===== src/rtl/rrts_pkg.sv =====
// ----------------------------------------------------------------------------
// rrts_pkg
// Shared types and constants for the round-robin thread scheduler: command
// and status codes, the result record and the ready queue control.
// ----------------------------------------------------------------------------
package rrts_pkg;

  // Default number of thread slots.
  localparam int unsigned THREAD_SLOTS_DEF = 16;

  // Quantum register reset value and width.
  localparam int unsigned QUANTUM_W   = 8;
  localparam logic [7:0]  QUANTUM_RST = 8'd10;

  // Width of reported slot numbers.
  localparam int unsigned ID_W = 4;

  typedef enum logic [1:0] {
    CMD_TICK   = 2'd0,
    CMD_CREATE = 2'd1,
    CMD_EXIT   = 2'd2
  } cmd_e;

  typedef enum logic [1:0] {
    STATUS_OK       = 2'd0,
    STATUS_FULL     = 2'd1,
    STATUS_FINISHED = 2'd2
  } status_e;

  typedef struct packed {
    status_e          status;
    logic [ID_W-1:0]  created_id;
    logic [ID_W-1:0]  running_id;
    logic             switched;
    logic             running_priority;
  } rsp_t;

  // Push and pop requests for the ready queue.
  typedef struct packed {
    logic push;
    logic pop;
  } fifo_ctrl_t;

endpackage


===== src/rtl/rrts_if.sv =====
// ----------------------------------------------------------------------------
// rrts_if
// Valid/ready channels of the scheduler: the command channel and the result
// channel.
// ----------------------------------------------------------------------------
interface rrts_req_if;
  logic       valid;
  logic       ready;
  logic [1:0] cmd;
  logic       new_priority;

  modport source (output valid, output cmd, output new_priority, input ready);
  modport sink   (input valid, input cmd, input new_priority, output ready);
endinterface

interface rrts_rsp_if;
  logic       valid;
  logic       ready;
  logic [1:0] status;
  logic [3:0] created_id;
  logic [3:0] running_id;
  logic       switched;
  logic       running_priority;

  modport source (output valid, output status, output created_id, output running_id,
                  output switched, output running_priority, input ready);
  modport sink   (input valid, input status, input created_id, input running_id,
                  input switched, input running_priority, output ready);
endinterface


===== src/rtl/rrts_fifo.sv =====
// ----------------------------------------------------------------------------
// rrts_fifo
// Ready queue of thread entries. The queue memory has a registered read
// port addressed by the next head pointer, so rdata_o always shows the
// entry at the head, including one written in the cycle before.
// ----------------------------------------------------------------------------
module rrts_fifo #(
  parameter int unsigned DEPTH  = rrts_pkg::THREAD_SLOTS_DEF,
  parameter int unsigned DATA_W = 13
) (
  input  logic                         clk_i,
  input  logic                         rst_ni,
  input  rrts_pkg::fifo_ctrl_t         ctrl_i,
  input  logic [DATA_W-1:0]            wdata_i,
  output logic [DATA_W-1:0]            rdata_o,
  output logic [$clog2(DEPTH+1)-1:0]   count_o
);

  localparam int unsigned PTR_W = $clog2(DEPTH);
  localparam int unsigned CNT_W = $clog2(DEPTH + 1);
  localparam logic [PTR_W-1:0] LAST = PTR_W'(DEPTH - 1);

  logic [DATA_W-1:0] mem [DEPTH];
  logic [DATA_W-1:0] rdata_q;
  logic [PTR_W-1:0]  head_q, head_d;
  logic [PTR_W-1:0]  tail_q, tail_d;
  logic [CNT_W-1:0]  count_q, count_d;

  always_comb begin
    head_d  = head_q;
    tail_d  = tail_q;
    if (ctrl_i.pop) begin
      head_d = (head_q == LAST) ? '0 : head_q + PTR_W'(1);
    end
    if (ctrl_i.push) begin
      tail_d = (tail_q == LAST) ? '0 : tail_q + PTR_W'(1);
    end
    count_d = count_q + CNT_W'(ctrl_i.push) - CNT_W'(ctrl_i.pop);
  end

  always_ff @(posedge clk_i or negedge rst_ni) begin
    if (!rst_ni) begin
      head_q  <= '0;
      tail_q  <= '0;
      count_q <= '0;
    end else begin
      head_q  <= head_d;
      tail_q  <= tail_d;
      count_q <= count_d;
    end
  end

  always_ff @(posedge clk_i) begin
    if (ctrl_i.push) begin
      mem[tail_q] <= wdata_i;
    end
  end

  // A write landing on the new head is forwarded into the read register.
  always_ff @(posedge clk_i) begin
    if (ctrl_i.push && (tail_q == head_d)) begin
      rdata_q <= wdata_i;
    end else begin
      rdata_q <= mem[head_d];
    end
  end

  assign rdata_o = rdata_q;
  assign count_o = count_q;

endmodule


===== src/rtl/round_robin_thread_scheduler_core.sv =====
// ----------------------------------------------------------------------------
// round_robin_thread_scheduler_core
// Round-robin thread scheduler with a time quantum over a table of slots.
//
//   Channel   Dir  Beat contents
//   req_i     in   cmd, new_priority
//   rsp_o     out  status, created_id, running_id, switched, running_priority
//   cfg       in   cfg_we_i / cfg_wdata_i write the quantum in ticks
//
// One command beat is taken every cycle unless the result side stalls; its
// result is registered and shows in the next cycle. The cycle is set by the
// find-first-free encoder over the slot table and the ready queue update,
// both done in one pass. Reset is asynchronous and takes effect at once;
// there is no clearing pass. A stalled result holds the command side only
// when the result register is full and not being taken.
// ----------------------------------------------------------------------------
module round_robin_thread_scheduler_core #(
  parameter int unsigned THREAD_SLOTS = rrts_pkg::THREAD_SLOTS_DEF
) (
  input  logic             clk_i,
  input  logic             rst_ni,
  input  logic             cfg_we_i,
  input  logic [7:0]       cfg_wdata_i,
  rrts_req_if.sink         req_i,
  rrts_rsp_if.source       rsp_o
);

  localparam int unsigned SLOT_W = $clog2(THREAD_SLOTS);
  localparam int unsigned CNT_W  = $clog2(THREAD_SLOTS + 1);
  localparam int unsigned QW     = rrts_pkg::QUANTUM_W;
  localparam int unsigned ENT_W  = QW + 1 + SLOT_W;
  localparam int unsigned IDW    = rrts_pkg::ID_W;

  // Running thread context and slot table.
  logic [THREAD_SLOTS-1:0] in_use_q, in_use_d;
  logic [SLOT_W-1:0]       run_slot_q, run_slot_d;
  logic [QW-1:0]           run_ticks_q, run_ticks_d;
  logic                    run_prio_q, run_prio_d;
  logic                    finished_q, finished_d;
  logic [QW-1:0]           quantum_q;

  logic                    rsp_valid_q;
  rrts_pkg::rsp_t          rsp_q, rsp_d;

  rrts_pkg::fifo_ctrl_t    fifo_ctrl;
  logic [ENT_W-1:0]        fifo_wdata;
  logic [ENT_W-1:0]        fifo_rdata;
  logic [CNT_W-1:0]        fifo_count;

  logic [SLOT_W-1:0]       hd_slot;
  logic                    hd_prio;
  logic [QW-1:0]           hd_ticks;
  logic [SLOT_W-1:0]       free_idx;
  logic                    free_found;
  logic [QW-1:0]           ticks_dec;
  logic                    accept;
  logic                    switched;
  logic                    full;
  logic [SLOT_W-1:0]       created_slot;
  logic [SLOT_W+IDW-1:0]   created_ext;
  logic [SLOT_W+IDW-1:0]   running_ext;
  rrts_pkg::cmd_e          cmd;

  assign req_i.ready = !rsp_valid_q || rsp_o.ready;
  assign accept      = req_i.valid && req_i.ready;
  assign cmd         = rrts_pkg::cmd_e'(req_i.cmd);

  // Ready queue entries carry the slot with its remaining ticks and priority.
  assign hd_slot  = fifo_rdata[SLOT_W-1:0];
  assign hd_prio  = fifo_rdata[SLOT_W];
  assign hd_ticks = fifo_rdata[ENT_W-1:SLOT_W+1];

  assign ticks_dec = run_ticks_q - QW'(1);

  // Lowest free slot.
  always_comb begin
    free_idx   = '0;
    free_found = 1'b0;
    for (int i = THREAD_SLOTS - 1; i >= 0; i--) begin
      if (!in_use_q[i]) begin
        free_idx   = SLOT_W'(i);
        free_found = 1'b1;
      end
    end
  end

  always_comb begin
    in_use_d      = in_use_q;
    run_slot_d    = run_slot_q;
    run_ticks_d   = run_ticks_q;
    run_prio_d    = run_prio_q;
    finished_d    = finished_q;
    fifo_ctrl     = '0;
    fifo_wdata    = {quantum_q, run_prio_q, run_slot_q};
    switched      = 1'b0;
    full          = 1'b0;
    created_slot  = '0;

    if (accept && !finished_q) begin
      case (cmd)
        rrts_pkg::CMD_TICK: begin
          if (ticks_dec == '0) begin
            run_ticks_d = quantum_q;
            if (fifo_count != '0) begin
              // Preempt: current thread to the back with a fresh quantum.
              fifo_ctrl.pop  = 1'b1;
              fifo_ctrl.push = 1'b1;
              run_slot_d     = hd_slot;
              run_prio_d     = hd_prio;
              run_ticks_d    = hd_ticks;
              switched       = 1'b1;
            end
          end else begin
            run_ticks_d = ticks_dec;
          end
        end
        rrts_pkg::CMD_CREATE: begin
          if (!free_found) begin
            full = 1'b1;
          end else begin
            in_use_d[free_idx] = 1'b1;
            fifo_ctrl.push     = 1'b1;
            fifo_wdata         = {quantum_q, req_i.new_priority, free_idx};
            created_slot       = free_idx;
          end
        end
        rrts_pkg::CMD_EXIT: begin
          in_use_d[run_slot_q] = 1'b0;
          if (fifo_count != '0) begin
            fifo_ctrl.pop = 1'b1;
            run_slot_d    = hd_slot;
            run_prio_d    = hd_prio;
            run_ticks_d   = hd_ticks;
            switched      = 1'b1;
          end else begin
            finished_d = 1'b1;
          end
        end
        default: begin
        end
      endcase
    end
  end

  assign created_ext = {{IDW{1'b0}}, created_slot};
  assign running_ext = {{IDW{1'b0}}, run_slot_d};

  always_comb begin
    if (finished_d) begin
      rsp_d = '{status: rrts_pkg::STATUS_FINISHED, created_id: '0, running_id: '0,
                switched: 1'b0, running_priority: 1'b0};
    end else begin
      rsp_d.status           = full ? rrts_pkg::STATUS_FULL : rrts_pkg::STATUS_OK;
      rsp_d.created_id       = created_ext[IDW-1:0];
      rsp_d.running_id       = running_ext[IDW-1:0];
      rsp_d.switched         = switched;
      rsp_d.running_priority = run_prio_d;
    end
  end

  rrts_fifo #(
    .DEPTH  (THREAD_SLOTS),
    .DATA_W (ENT_W)
  ) u_fifo (
    .clk_i   (clk_i),
    .rst_ni  (rst_ni),
    .ctrl_i  (fifo_ctrl),
    .wdata_i (fifo_wdata),
    .rdata_o (fifo_rdata),
    .count_o (fifo_count)
  );

  always_ff @(posedge clk_i or negedge rst_ni) begin
    if (!rst_ni) begin
      in_use_q    <= THREAD_SLOTS'(1);
      run_slot_q  <= '0;
      run_ticks_q <= rrts_pkg::QUANTUM_RST;
      run_prio_q  <= 1'b0;
      finished_q  <= 1'b0;
      quantum_q   <= rrts_pkg::QUANTUM_RST;
      rsp_valid_q <= 1'b0;
    end else begin
      in_use_q    <= in_use_d;
      run_slot_q  <= run_slot_d;
      run_ticks_q <= run_ticks_d;
      run_prio_q  <= run_prio_d;
      finished_q  <= finished_d;
      if (cfg_we_i) begin
        quantum_q <= cfg_wdata_i;
      end
      if (accept) begin
        rsp_valid_q <= 1'b1;
      end else if (rsp_o.ready) begin
        rsp_valid_q <= 1'b0;
      end
    end
  end

  always_ff @(posedge clk_i) begin
    if (accept) begin
      rsp_q <= rsp_d;
    end
  end

  assign rsp_o.valid            = rsp_valid_q;
  assign rsp_o.status           = rsp_q.status;
  assign rsp_o.created_id       = rsp_q.created_id;
  assign rsp_o.running_id       = rsp_q.running_id;
  assign rsp_o.switched         = rsp_q.switched;
  assign rsp_o.running_priority = rsp_q.running_priority;

endmodule


===== src/flat_wrapper.sv =====
// flat-port wrapper written by rule: the top's interface ports become plain ports
module round_robin_thread_scheduler_core_flat 
#(
  parameter int unsigned THREAD_SLOTS = rrts_pkg::THREAD_SLOTS_DEF
)
  (clk_i, rst_ni, cfg_we_i, cfg_wdata_i, req_i_valid, req_i_cmd, req_i_new_priority, req_i_ready, rsp_o_valid, rsp_o_status, rsp_o_created_id, rsp_o_running_id, rsp_o_switched, rsp_o_running_priority, rsp_o_ready);
  rrts_req_if req_i_i ();
  rrts_rsp_if rsp_o_i ();
  input  logic clk_i;
  input  logic rst_ni;
  input  logic cfg_we_i;
  input  logic [7:0] cfg_wdata_i;
  input wire logic [$bits(req_i_i.valid)-1:0] req_i_valid;
  input wire logic [$bits(req_i_i.cmd)-1:0] req_i_cmd;
  input wire logic [$bits(req_i_i.new_priority)-1:0] req_i_new_priority;
  output wire logic [$bits(req_i_i.ready)-1:0] req_i_ready;
  output wire logic [$bits(rsp_o_i.valid)-1:0] rsp_o_valid;
  output wire logic [$bits(rsp_o_i.status)-1:0] rsp_o_status;
  output wire logic [$bits(rsp_o_i.created_id)-1:0] rsp_o_created_id;
  output wire logic [$bits(rsp_o_i.running_id)-1:0] rsp_o_running_id;
  output wire logic [$bits(rsp_o_i.switched)-1:0] rsp_o_switched;
  output wire logic [$bits(rsp_o_i.running_priority)-1:0] rsp_o_running_priority;
  input wire logic [$bits(rsp_o_i.ready)-1:0] rsp_o_ready;
  assign req_i_i.valid = req_i_valid;
  assign req_i_i.cmd = req_i_cmd;
  assign req_i_i.new_priority = req_i_new_priority;
  assign req_i_ready = req_i_i.ready;
  assign rsp_o_valid = rsp_o_i.valid;
  assign rsp_o_status = rsp_o_i.status;
  assign rsp_o_created_id = rsp_o_i.created_id;
  assign rsp_o_running_id = rsp_o_i.running_id;
  assign rsp_o_switched = rsp_o_i.switched;
  assign rsp_o_running_priority = rsp_o_i.running_priority;
  assign rsp_o_i.ready = rsp_o_ready;
  round_robin_thread_scheduler_core #(.THREAD_SLOTS(THREAD_SLOTS)) u_core (.clk_i(clk_i), .rst_ni(rst_ni), .cfg_we_i(cfg_we_i), .cfg_wdata_i(cfg_wdata_i), .req_i(req_i_i), .rsp_o(rsp_o_i));
endmodule

===== config.mk =====
export PLATFORM = sky130hd
export DESIGN_NAME = round_robin_thread_scheduler_core_flat
export DESIGN_NICKNAME = d
export VERILOG_FILES = /design/src/rtl/rrts_pkg.sv /design/src/rtl/rrts_if.sv /design/src/rtl/rrts_fifo.sv /design/src/rtl/round_robin_thread_scheduler_core.sv /design/src/flat_wrapper.sv
export SDC_FILE = /design/constraint.sdc
export NUM_CORES = 1
export LEC_CHECK = 0
export BUFFER_PORTS_ARGS = -buffer_cell sky130_fd_sc_hd__buf_2
export CORE_UTILIZATION = 30
export CTS_CLUSTER_DIAMETER = 40
export DETAILED_ROUTE_END_ITERATION = 10
export GPL_TIMING_DRIVEN = 0
export HOLD_SLACK_MARGIN = 0.05
export PLACE_DENSITY = 0.47
export SYNTH_ARGS = -nofsm -noshare
export SYNTH_HDL_FRONTEND = slang
export SYNTH_SLANG_ARGS = --single-unit

===== constraint.sdc =====
create_clock -name clk_i -period 3.4 [get_ports clk_i]
set_input_delay 0.17 -clock clk_i [delete_from_list [all_inputs] [get_ports clk_i]]
set_output_delay 0.17 -clock clk_i [all_outputs]
set_load 0.1 [all_outputs]

==> reports/metrics.cfg <==
[global_routing]
grt.total_usage_pct=15.2
grt_pass1_wl_um=43300
grt_max_degree=24
antenna_found_initial=0
grt_overflow=0
grt_pass1_vias=6877

[sta]
setup_viol_count_final=0
rsz0062_at_grt=yes
hold_viol=0
max_freq_mhz=295
tightestPinTransition_ns=1.34
skew_ns=0.0235
min_period_ns=3.38
slew_headroom_pct=10.8
final_max_slew_viol_count=0
fin_crit_sh_pct=99.6

[floorplan]
die-height_um=198
dieArea_um2=39100
io_pins=30
start_util_pct=30.5
rows=71
die_w_um=198
core_area_um2=37700

[routing]
via_per_inst=4.91
wl_um=28500
first_iter_violations=406
first_pass_iters=4
ant_nets=0
wire_per_inst_um=21.7
drc=0
num_vias=6466

[pwr]
power_mw=11.7
sw_frac_of_total_pct=29.9
irDropWorstVdd_uv=325
p_comb_share_pct=23.9
clockPowerShare_pct=38.2
power.switching_mw=3.49
powerDensity_nw_per_um2=820
p_leak_nw=4.87
p_seq_share_pct=38.0
p_int_mw=8.20

[final_layout]
final_cell_mix=edfxtp_1, mux4_2, clkbuf_16, dfrtp_1, buf_2
diodes=0
nNetsFinal=804
design_area_um2=14300
final_common_cell=edfxtp_1
fillers=3549
area_growth_pct=24.0
drive_gt1_share_pct=31.8

[yosys]
ys.flop_type=edfxtp_1
ys_top_cells_by_area=edfxtp_1, mux4_2, dfrtp_1
syn_avg_cell_area_um2=17.2
yosysTopAreaCell=edfxtp_1
yosysSeqAreaShare_pct=69.5
synthesis.area_um2=11500
synth_top_area_share_pct=57.5
synth_cell_types=67
synth-edff-count=220
ys_warn_count=0
async_flop_share_pct=18.8
ys_ff_latch=276
synth_nets=699
syn_inst=669

[placed_design]
dpl-instance-area_um2=12400
hpwl_um=17700
port_buffers=28
gp_congestion=0.828

[clocking]
clockBufferDepth=3
clk_latency_ns=0.54
htree_num_levels=2
cts.clk_slew.worst_paths_ns=0.05
cts_root_buf=clkbuf_16
cts_sinks=276
cts_buffers=43
cts_tree=done

[setup_path]
cp-end-kind=register
required_ns=3.81
r2r_slack_ns=0.02
crit_fanout=4
worstSetupStartpointType=register
path_class=reg2reg
cp.arrival_ns=3.79

[flow_run]
cap_violations=0

[min_path]
hp-class=in2async

[status]
status=finished, final reports clean

[critical path, stage by stage, from the launching register on]
cell and delay (ns):
dfstp_2 0.55, inv_4 0.04, ha_4 0.15, buf_6 0.11, xnor2_2 0.14, nand4_1 0.24, or3_4 0.48, o31a_1 0.31
ha_4 0.26, inv_4 0.06, ha_4 0.14, inv_2 0.04, fa_2 0.36, inv_2 0.06, a21oi_2 0.04, nor2_1 0.09
nor2_1 0.07, xnor2_1 0.12
[power by group through the flow]
| stage | clock network (mW) | registers, mW | logic (mW) |
|---|---|---|---|
| final | 4.46 | 4.44 | 2.79 |
| after CTS | 4.54 | 4.42 | 2.74 |
| after floorplan | 0 | 4.53 | 1.77 |
| after global placement | 0 | 4.45 | 2.55 |
| after detailed placement | 0 | 4.47 | 2.63 |
| after global routing | 4.68 | 4.49 | 3.05 |
[state kept, by name, indices dropped and copies added (netlist names), named ones only]
register                       flops
u_core.u_fifo.mem                208
u_core.u_fifo.tail_q               4
u_core.run_slot_q                  4
u_core.rsp_o.valid                 1
u_core.rsp_o.running_priority      1
u_core.run_prio_q                  1
u_core.rsp_o.switched              1
u_core.rsp_o.created_id            4
u_core.in_use_q                   16
u_core.rsp_o.status                2
u_core.rsp_o.running_id            4
u_core.finished_q                  1
u_core.run_ticks_q                 8
u_core.quantum_q                   8
u_core.u_fifo.head_q               4
u_core.u_fifo.count_o              5
[synthesized netlist by cell type (6+ instances only)]
| master | count |
|---|---|
| mux4_2 | 59 |
| dfrtp_1 | 47 |
| a21oi_1 | 22 |
| nor3_1 | 9 |
| nor2_1 | 18 |
| mux2i_1 | 9 |
| nor2b_1 | 6 |
| o21ai_0 | 28 |
| edfxtp_1 | 220 |
| and2_1 | 22 |
| ha_1 | 13 |
| nand3_1 | 8 |
| mux2_2 | 13 |
| nand2_1 | 30 |
| a21o_1 | 6 |
| nand4_1 | 9 |
| inv_1 | 21 |
| clkbuf_1 | 17 |
| xnor2_1 | 6 |
| o31ai_1 | 12 |
| buf_2 | 7 |
[repair_timing]
action	CTS	global route
hold endpoints to repair	40	0
pin swaps	8	12
setup buffers	11	8
hold buffers	11	0
resized for setup	47	12
endpoints found under the setup margin	213	211
[area by class of cell]
type	instances	area [um^2]	share of cell area [%]
Buffer	26	124	0.869
Clock buffer	49	1140	8.00
Clock inverter	28	332	2.32
Inverter	22	87.6	0.614
Multi-Input combinational cell	343	3480	24.4
Sequential cell	276	8000	56.1
Tap cell	511	639	4.48
Timing Repair Buffer	62	459	3.22
[per-stage QoR]
step / setup slack [ns] / setup TNS, ns / utilization, % / instances / hold WS, ns
4_1_cts: -0.172 / -0.172 / 37.6 / 1310 / 0.0712
3_5_place_dp: -0.584 / -89.13 / 32.8 / 1211 / 0.0866
2_1_floorplan: -0.0460 / -0.0460 / - / 669 / -0.126
5_1_grt: -0.180 / -0.347 / 37.9 / 1317 / 0.102
6_report: 0.0150 / 0 / 37.9 / 1317 / 0.0869
3_3_place_gp: -0.491 / -72.27 / 32.7 / 1208 / 0.386
[cells by family after synthesis]
| family | after synthesis | share of synthesized area, % |
|---|---|---|
| AO/OA/AOI/OAI | 101 | 5.72 |
| XOR/XNOR | 8 | 0.609 |
| adder cells (fa/ha/maj) | 14 | 1.59 |
| buffers and inverters | 50 | 1.84 |
| flip-flops | 276 | 69.5 |
| multiplexers | 85 | 14.1 |
| AND/OR/NAND/NOR | 135 | 6.58 |
[per-layer routing]
| layer | global-route usage (%) | share of wire (%) | vias to the layer above |
|---|---|---|---|
| li1 | - | - | 2888 |
| met1 | 20.4 | 46 | 3375 |
| met2 | 24.8 | 48 | 144 |
| met3 | 2.62 | 3.8 | 59 |
| met4 | 4.97 | 2.5 | 0 |
| met5 | 0 | 0 | - |
[path summary, 6_finish.rpt]
| check | from | endpoint | cells after the start |
|---|---|---|---|
| max in group asynchronous | rst_ni | u_core.quantum_q[1] | 4 |
| hold / removal | rst_ni | u_core.in_use_q[9] | 2 |
| min in group clk_i | req_i_cmd[0] | u_core.run_ticks_q[4] | 4 |
| hold reg to reg | u_core.run_ticks_q[1] | u_core.run_ticks_q[1] | 2 |
| setup / recovery | u_core.run_ticks_q[1] | u_core.u_fifo.count_o[4] | 17 |
| setup reg to reg | u_core.run_ticks_q[1] | u_core.u_fifo.count_o[4] | 17 |
Note: power is estimated with default switching activity, not from simulation.
